[src/hw/rtl/ams_pkg.sv]
package ams_pkg;

    localparam int unsigned NOW_W      = 32;
    localparam int unsigned LEVEL_W    = 8;
    localparam int unsigned CNT_W      = 16;
    localparam int unsigned CFG_IDX_W  = 1;
    localparam int unsigned CFG_DATA_W = 8;

    localparam int unsigned RAPID_WINDOW    = 600;
    localparam int unsigned HOUR_SECONDS    = 3600;
    localparam int unsigned STEP_SMALL      = 15;
    localparam int unsigned STEP_LARGE      = 30;
    localparam int unsigned RAPID_MIN_COUNT = 2;

    localparam logic [LEVEL_W-1:0]    MAX_LEVEL_RST  = 8'd255;
    localparam logic [LEVEL_W-1:0]    THRESHOLD_RST  = 8'd5;
    localparam logic [CFG_IDX_W-1:0]  CFG_MAX_LEVEL  = 1'd0;
    localparam logic [CFG_IDX_W-1:0]  CFG_ACT_THRESH = 1'd1;

    typedef enum logic [1:0] {
        CAUSE_NONE   = 2'd0,
        CAUSE_RAPID  = 2'd1,
        CAUSE_HOURLY = 2'd2,
        CAUSE_RAISE  = 2'd3
    } cause_t;

    typedef struct packed {
        logic [0:0]       cmd;
        logic [NOW_W-1:0] now_seconds;
    } in_item_t;

    typedef struct packed {
        logic [LEVEL_W-1:0] level;
        logic [0:0]         write_pot;
        cause_t             cause;
    } out_item_t;

    // nearest multiple of 15; (x * 137) >> 11 equals x / 15 for x up to 262
    function automatic logic [LEVEL_W-1:0] round_to_step(input logic [LEVEL_W-1:0] v);
        logic [8:0]  x;
        logic [17:0] prod;
        logic [4:0]  q;
        logic [9:0]  r;
        x    = {1'b0, v} + 9'd7;
        prod = 18'(x) * 18'd137;
        q    = prod[15:11];
        r    = 10'(q) * 10'(STEP_SMALL);
        return r[LEVEL_W-1:0];
    endfunction

endpackage

[src/hw/rtl/adaptive_motion_sensitivity_unit.sv]
// Path: an accepted item is held in the input register until the result register is free.
// Throughput: one item per cycle unless the output stalls; the whole update is one combinational pass
// between the input register and the result register; the state registers load together with it.
// Reset (rst_n, async, active low): level 255, max 255, threshold 5,
// event times and counters 0, both pipeline registers empty.
module adaptive_motion_sensitivity_unit #(
    parameter int unsigned TIME_BITS = 32
) (
    input  logic                                clk,
    input  logic                                rst_n,
    input  logic                                in_valid,
    output logic                                in_ready,
    input  ams_pkg::in_item_t                   in_data,
    output logic                                out_valid,
    input  logic                                out_ready,
    output ams_pkg::out_item_t                  out_data,
    input  logic                                cfg_wr_en,
    input  logic [ams_pkg::CFG_IDX_W-1:0]       cfg_addr,
    input  logic [ams_pkg::CFG_DATA_W-1:0]      cfg_wdata
);
    import ams_pkg::*;

    localparam int unsigned NOW_EXT_W = (TIME_BITS > NOW_W) ? TIME_BITS : NOW_W;

    logic                  in_vld_reg;
    in_item_t              in_item_reg;
    logic                  out_vld_reg;
    out_item_t             out_item_reg;

    logic [LEVEL_W-1:0]    max_level_reg,   max_level_next;
    logic [LEVEL_W-1:0]    threshold_reg,   threshold_next;
    logic [LEVEL_W-1:0]    sens_level_reg,  sens_level_next;
    logic [TIME_BITS-1:0]  last_adj_reg,    last_adj_next;
    logic [TIME_BITS-1:0]  last_raise_reg,  last_raise_next;
    logic [CNT_W-1:0]      hour_cnt_reg,    hour_cnt_next;
    logic [CNT_W-1:0]      raise_cnt_reg,   raise_cnt_next;
    out_item_t             result_next;

    logic                  proc;
    logic                  act;
    logic [NOW_EXT_W-1:0]  now_ext;
    logic [TIME_BITS-1:0]  now_val;
    logic [TIME_BITS-1:0]  since_adj;
    logic [TIME_BITS-1:0]  since_raise;
    logic                  rapid;
    logic                  hourly;
    logic                  counted;
    logic                  raise;
    logic [CNT_W-1:0]      hour_cnt_inc;
    logic [CNT_W-1:0]      raise_cnt_inc;
    logic [CNT_W-1:0]      hour_cnt_act;
    logic [LEVEL_W-1:0]    level_lowered;
    logic [LEVEL_W:0]      level_raised;
    logic [LEVEL_W-1:0]    cfg_rounded;

    assign proc      = in_vld_reg && (!out_vld_reg || out_ready);
    assign in_ready  = !in_vld_reg || proc;
    assign out_valid = out_vld_reg;
    assign out_data  = out_item_reg;

    assign act         = in_item_reg.cmd[0];
    assign now_ext     = NOW_EXT_W'(in_item_reg.now_seconds);
    assign now_val     = now_ext[TIME_BITS-1:0];
    assign since_adj   = now_val - last_adj_reg;
    assign since_raise = now_val - last_raise_reg;

    assign hour_cnt_inc  = (&hour_cnt_reg)  ? hour_cnt_reg  : hour_cnt_reg  + 1'b1;
    assign raise_cnt_inc = (&raise_cnt_reg) ? raise_cnt_reg : raise_cnt_reg + 1'b1;

    assign rapid   = act && (since_raise <= TIME_BITS'(RAPID_WINDOW))
                     && (raise_cnt_reg >= CNT_W'(RAPID_MIN_COUNT));
    assign hourly  = act && !rapid && (hour_cnt_reg >= CNT_W'(threshold_reg))
                     && (since_adj < TIME_BITS'(HOUR_SECONDS));
    assign counted = act && !rapid && !hourly;
    assign raise   = !rapid && !hourly && (since_adj >= TIME_BITS'(HOUR_SECONDS));

    assign hour_cnt_act  = counted ? hour_cnt_inc : hour_cnt_reg;
    assign level_lowered = (sens_level_reg >= LEVEL_W'(STEP_SMALL))
                           ? sens_level_reg - LEVEL_W'(STEP_SMALL) : '0;
    assign level_raised  = {1'b0, sens_level_reg}
                           + (((hour_cnt_act <= CNT_W'(1)) && (sens_level_reg < max_level_reg))
                              ? (LEVEL_W+1)'(STEP_LARGE) : (LEVEL_W+1)'(STEP_SMALL));
    assign cfg_rounded   = round_to_step(cfg_wdata);

    always_comb
    begin
        max_level_next  = max_level_reg;
        threshold_next  = threshold_reg;
        sens_level_next = sens_level_reg;
        last_adj_next   = last_adj_reg;
        last_raise_next = last_raise_reg;
        hour_cnt_next   = hour_cnt_reg;
        raise_cnt_next  = raise_cnt_reg;
        result_next.write_pot = 1'b0;
        result_next.cause     = CAUSE_NONE;

        if (proc)
        begin
            if (rapid)
            begin
                sens_level_next       = level_lowered;
                raise_cnt_next        = '0;
                last_raise_next       = '0;
                result_next.write_pot = 1'b1;
                result_next.cause     = CAUSE_RAPID;
            end
            else if (hourly)
            begin
                sens_level_next       = level_lowered;
                hour_cnt_next         = '0;
                last_adj_next         = now_val;
                raise_cnt_next        = '0;
                result_next.write_pot = 1'b1;
                result_next.cause     = CAUSE_HOURLY;
            end
            else if (raise)
            begin
                sens_level_next       = (level_raised > {1'b0, max_level_reg})
                                        ? max_level_reg : level_raised[LEVEL_W-1:0];
                last_raise_next       = now_val;
                raise_cnt_next        = '0;
                hour_cnt_next         = '0;
                last_adj_next         = now_val;
                result_next.write_pot = 1'b1;
                result_next.cause     = CAUSE_RAISE;
            end
            else if (counted)
            begin
                hour_cnt_next  = hour_cnt_inc;
                raise_cnt_next = raise_cnt_inc;
            end
        end

        result_next.level = sens_level_next;

        if (cfg_wr_en)
        begin
            unique case (cfg_addr)
                CFG_MAX_LEVEL:
                begin
                    max_level_next  = cfg_rounded;
                    sens_level_next = cfg_rounded;
                end
                CFG_ACT_THRESH: threshold_next = cfg_wdata;
                default: ;
            endcase
        end
    end

    always_ff @(posedge clk or negedge rst_n)
    begin
        if (!rst_n)
        begin
            in_vld_reg     <= 1'b0;
            out_vld_reg    <= 1'b0;
            max_level_reg  <= MAX_LEVEL_RST;
            threshold_reg  <= THRESHOLD_RST;
            sens_level_reg <= MAX_LEVEL_RST;
            last_adj_reg   <= '0;
            last_raise_reg <= '0;
            hour_cnt_reg   <= '0;
            raise_cnt_reg  <= '0;
        end
        else
        begin
            if (in_ready)
            begin
                in_vld_reg <= in_valid;
            end
            if (proc)
            begin
                out_vld_reg <= 1'b1;
            end
            else if (out_ready)
            begin
                out_vld_reg <= 1'b0;
            end
            max_level_reg  <= max_level_next;
            threshold_reg  <= threshold_next;
            sens_level_reg <= sens_level_next;
            last_adj_reg   <= last_adj_next;
            last_raise_reg <= last_raise_next;
            hour_cnt_reg   <= hour_cnt_next;
            raise_cnt_reg  <= raise_cnt_next;
        end
    end

    always_ff @(posedge clk)
    begin
        if (in_valid && in_ready)
        begin
            in_item_reg <= in_data;
        end
        if (proc)
        begin
            out_item_reg <= result_next;
        end
    end

`ifndef SYNTHESIS
    a_level_ceiling: assert property (@(posedge clk) disable iff (!rst_n)
        sens_level_reg <= max_level_reg)
        else $error("level above ceiling");

    a_pot_matches_cause: assert property (@(posedge clk) disable iff (!rst_n)
        out_vld_reg |-> (out_item_reg.write_pot[0] == (out_item_reg.cause != CAUSE_NONE)))
        else $error("write_pot disagrees with cause");

    a_rapid_clears: assert property (@(posedge clk) disable iff (!rst_n)
        (proc && rapid && !cfg_wr_en) |=> (raise_cnt_reg == '0 && last_raise_reg == '0))
        else $error("rapid decrease did not clear raise tracking");

    a_result_loaded: assert property (@(posedge clk) disable iff (!rst_n)
        proc |=> out_vld_reg)
        else $error("processed item left no result");
`endif

endmodule
[config.mk]
export PLATFORM = sky130hd
export DESIGN_NAME = adaptive_motion_sensitivity_unit
export DESIGN_NICKNAME = d
export VERILOG_FILES = /design/src/hw/rtl/ams_pkg.sv /design/src/hw/rtl/adaptive_motion_sensitivity_unit.sv
export SDC_FILE = /design/constraint.sdc
export NUM_CORES = 1
export LEC_CHECK = 0
export BUFFER_PORTS_ARGS = -buffer_cell sky130_fd_sc_hd__buf_2
export CAP_MARGIN = 20
export CORE_ASPECT_RATIO = 0.7
export CORE_MARGIN = 2
export CORE_UTILIZATION = 55
export DETAILED_ROUTE_END_ITERATION = 10
export MAX_ROUTING_LAYER = met4
export PLACE_DENSITY = 0.76
export SLEW_MARGIN = 20
export SYNTH_ARGS = -nofsm -noshare
export SYNTH_HDL_FRONTEND = slang
export SYNTH_SLANG_ARGS = --single-unit
export TNS_END_PERCENT = 20
[constraint.sdc]
create_clock -name clk -period 13.55 [get_ports clk]
set_clock_uncertainty 0.2 [all_clocks]
set_input_delay 1.355 -clock clk [delete_from_list [all_inputs] [get_ports clk]]
set_output_delay 1.355 -clock clk [all_outputs]
set_load 0.005 [all_outputs]
==> results.tsv <==
stage	metric	value	unit
cells_and_area	Area growth syn-to-layout	8.44	%
cells_and_area	n_diodes	0	
min_path	worst min path class	reg -> reg	
placed_design	dpl cells	1767	
critical_path	top fanout value on the critical path	16	
yosys	EDFF count, synth	44	
clocking	Clock Path Buffers	2	
sta	Slew HR	23.3	%
cells_and_area	fin cells	1800	
die	chip height	132	um
die	Starting Density	56.6	%
yosys	synth top area cells	dfrtp_1, ha_1, edfxtp_1, a21oi_1, dfstp_2	
placed_design	gp weighted congestion	0.970	
critical_path	flop2flop setup slack	4.68	ns
cells_and_area	register area	4400	sq um
critical_path	reg2reg path depth	32	
sta	Slew @ Worst Pin	1.14	ns
critical_path	crit-path max cell delay	0.73	ns
yosys	Synth area leader	dfrtp_1	
clocking	post-CTS setup buffers	0	
yosys	Post-Synth XOR/XNOR Area	3.99	%
critical_path	CP most frequent cell	ha_1	
critical_path	WS Path Type	reg -> reg	
status	outcome	finished, final reports clean	
power	Clock Power Share	19.8	%
yosys	top_reg_cell synth	dfrtp_1	
critical_path	Req. time, crit path	13.53	ns
critical_path	crit path max-delay cell type	or4b_1	
sta	RSZ-0062 raised after global routing	false	
critical_path	FF-to-FF End	out_data[5]$_DFFE_PP_	
drt	post-route ant nets	0	
power	Switching Share	42.3	%
yosys	mapped cell area	13000	sq um
yosys	post-synth cell types	85	
yosys	post-synthesis adder-cell area fraction	14.3	%
clocking	CTS Root Cell	clkbuf_16	
drt	first-pass detailed-route iteration total	5	
global_route	GR Overflow Total	0	
drt	wire length per cell	19.4	um
clocking	# clock sinks	166	
yosys	area fraction of the dominant cell type after synthesis	20.1	%
placed_design	IO Port Bufs	59	
global_route	global-route wire length before repair	57.3	mm
yosys	asr flop ratio synth	73.5	%
flow_run	Max Cap Violations	0	
cells_and_area	Util after Layout	61.4	%
yosys	most frequent cell after synthesis	ha_1	
yosys	commonest cells in the netlist	ha_1, inv_1, nand2_1	
sta	final setup fails	0	
power	peak supply drop	0.000102	V
global_route	Total Routing Usage GR	29.8	%
clocking	Post-CTS Resized	0	
placed_design	post-DP HPWL	26.5	mm
clocking	clk_lat worst skew	0.44	ns
global_route	initial antenna violation count	0	
min_path	launch point of the worst hold path	threshold_reg[2]$_DFFE_PN1P_	
critical_path	CP arrival	8.85	ns
cells_and_area	multi-input logic area	7890	sq um
critical_path	startpoint types	register	
cells_and_area	final-layout fill cell count	2005	
cells_and_area	fraction of layout cells with a size suffix above 1	12.1	%
yosys	register area share after synthesis	33.9	%
global_route	number of global-route vias before repair	10524	
drt	Initial DRC Count	1135	
drt	vias post-DR	11080	
die	full die area	24800	sq um
placed_design	pre-CTS setup slack	4.68	ns
yosys	Compound-Gate Fraction of Synth Area	21.1	%
sta	Fin. Hold Viols	0	
critical_path	Worst Setup End Kind	register	
cells_and_area	Post-layout nets	1665	
power	internal power	1.41	mW
global_route	maximum number of pins on one net before global-route repair	67	
power	P_leak	6.38	nW
drt	via density per instance	6.16	
sta	setup TNS	0	ns
yosys	Simple-Gate Fraction of Synth Area	17.0	%
die	Ports	60	
yosys	Synth Instances	1440	
min_path	hold path depth	2	
yosys	FF+latch count, synth	166	
yosys	largest family of logic cells by synthesized area	compound AO/OA/AOI/OAI gates	
clocking	Num CTS Buffers	17	
sta	Setup WS post-layout	4.68	ns
power	Switch Pwr	1.03	mW
clocking	H-Tree Level Count	4	
drt	number of remaining DRC errors	0	
clocking	CTS tree	done	
clocking	Worst-path clk slew	0.07	ns
yosys	Post-Syn Area per Cell	9.00	sq um
yosys	syn nets	1630	
die	core area	22900	sq um
power	PD cells	174	nW/um^2
drt	drt total wl	34.9	mm
critical_path	RR Startpoint	now_ext[15]$_DFFE_PP_	
min_path	hold path endpoint	threshold_reg[2]$_DFFE_PN1P_	
clocking	Hold Buf Count CTS	0	
power	sequential power share	28.3	%
yosys	post-synthesis mux area share	4.41	%
sta	worst hold slack	0.285	ns
sta	Slew Limit Fails	0	
sta	maximum clock rate	113	MHz
yosys	Synth Warn #	0	
sta	crit path time final	8.87	ns
die	FP Rows	46	
power	combinational share of power	51.8	%
die	Die Span X	188	um
sta	fraction of the cycle the final worst path needs	65.5	%
[worst max-delay path by stage]
stage / cells past startpoint / slack [ns] / startpoint / to
3_3_place_gp: 31 / 4.71 / now_ext[6]$_DFFE_PP_ / out_data[8]$_DFFE_PP_
5_1_grt: 32 / 4.21 / now_ext[8]$_DFFE_PP_ / out_data[5]$_DFFE_PP_
6_report: 32 / 4.68 / now_ext[15]$_DFFE_PP_ / out_data[5]$_DFFE_PP_
3_5_place_dp: 32 / 4.68 / now_ext[6]$_DFFE_PP_ / sens_level_reg[5]$_DFF_PN1_
4_1_cts: 32 / 4.63 / now_ext[15]$_DFFE_PP_ / sens_level_reg[5]$_DFF_PN1_
2_1_floorplan: 25 / 6.23 / cfg_wdata[0] / sens_level_reg[7]$_DFF_PN1_
[cells in the final DEF (no fill, tap or decap), types with 24 or more instances in the layout]
master and instances:
ha_1 134, inv_1 123, nand2_1 120, a21oi_1 104, dfrtp_1 104, nor2_1 95, o21ai_0 81, buf_2 58
nand3_1 48, edfxtp_1 44, mux2_2 41, a22o_1 34, nor3_1 30, xor2_1 30, xnor2_1 29, o21a_1 28
a21o_1 27, nand4_1 24
[per-stage QoR]
| step | instance area, sq um | total power [mW] |
|---|---|---|
| after floorplan | 13000 | 1.60 |
| after global placement | 13500 | 1.89 |
| after detailed placement | 13500 | 1.92 |
| after CTS | 14000 | 2.41 |
| after global routing | 14100 | 2.63 |
| final | 14100 | 2.44 |
[power by group through the flow]
stage | Combinational [mW] | Clock, mW | Sequential [mW]
floorplan | 0.933 | 0 | 0.672
global placement | 1.20 | 0 | 0.695
detailed placement | 1.22 | 0 | 0.696
CTS | 1.23 | 0.490 | 0.688
global route | 1.42 | 0.510 | 0.700
finish | 1.26 | 0.484 | 0.691
[cell type report]
class / instances / share of cell area, %
Sequential cell: 166 / 31.3
Tap cell: 312 / 2.78
Clock buffer: 21 / 3.50
Clock inverter: 11 / 0.614
Timing Repair Buffer: 64 / 2.39
Multi-Input combinational cell: 1102 / 56.1
Inverter: 124 / 3.31
[worst max-delay path: cells and delay by family (launching register included)]
family	cells	cell delay [ns]
flip-flops	1	0.44
AND/OR/NAND/NOR	8	2.06
adder cells (fa/ha/maj)	4	1.15
buffers and inverters	3	0.41
AO/OA/AOI/OAI	15	3.93
XOR/XNOR	2	0.43
[cell families after synthesis]
family / after synthesis
AOI/OAI and AO/OA: 408
adders and majority gates: 143
buffers and inverters: 172
and+or+nand+nor: 440
DFF: 166
muxes: 52
xor gates and xnor gates: 59
[routing by layer]
metal,vias up,wire length [um],global-route usage [%]
li1,5334,-,-
met1,5312,18300,46.6
met2,406,13600,38.6
met3,28,2750,6.63
met4,0,299,5.77
met5,-,0,-
Note: power is estimated with default switching activity, not from simulation.
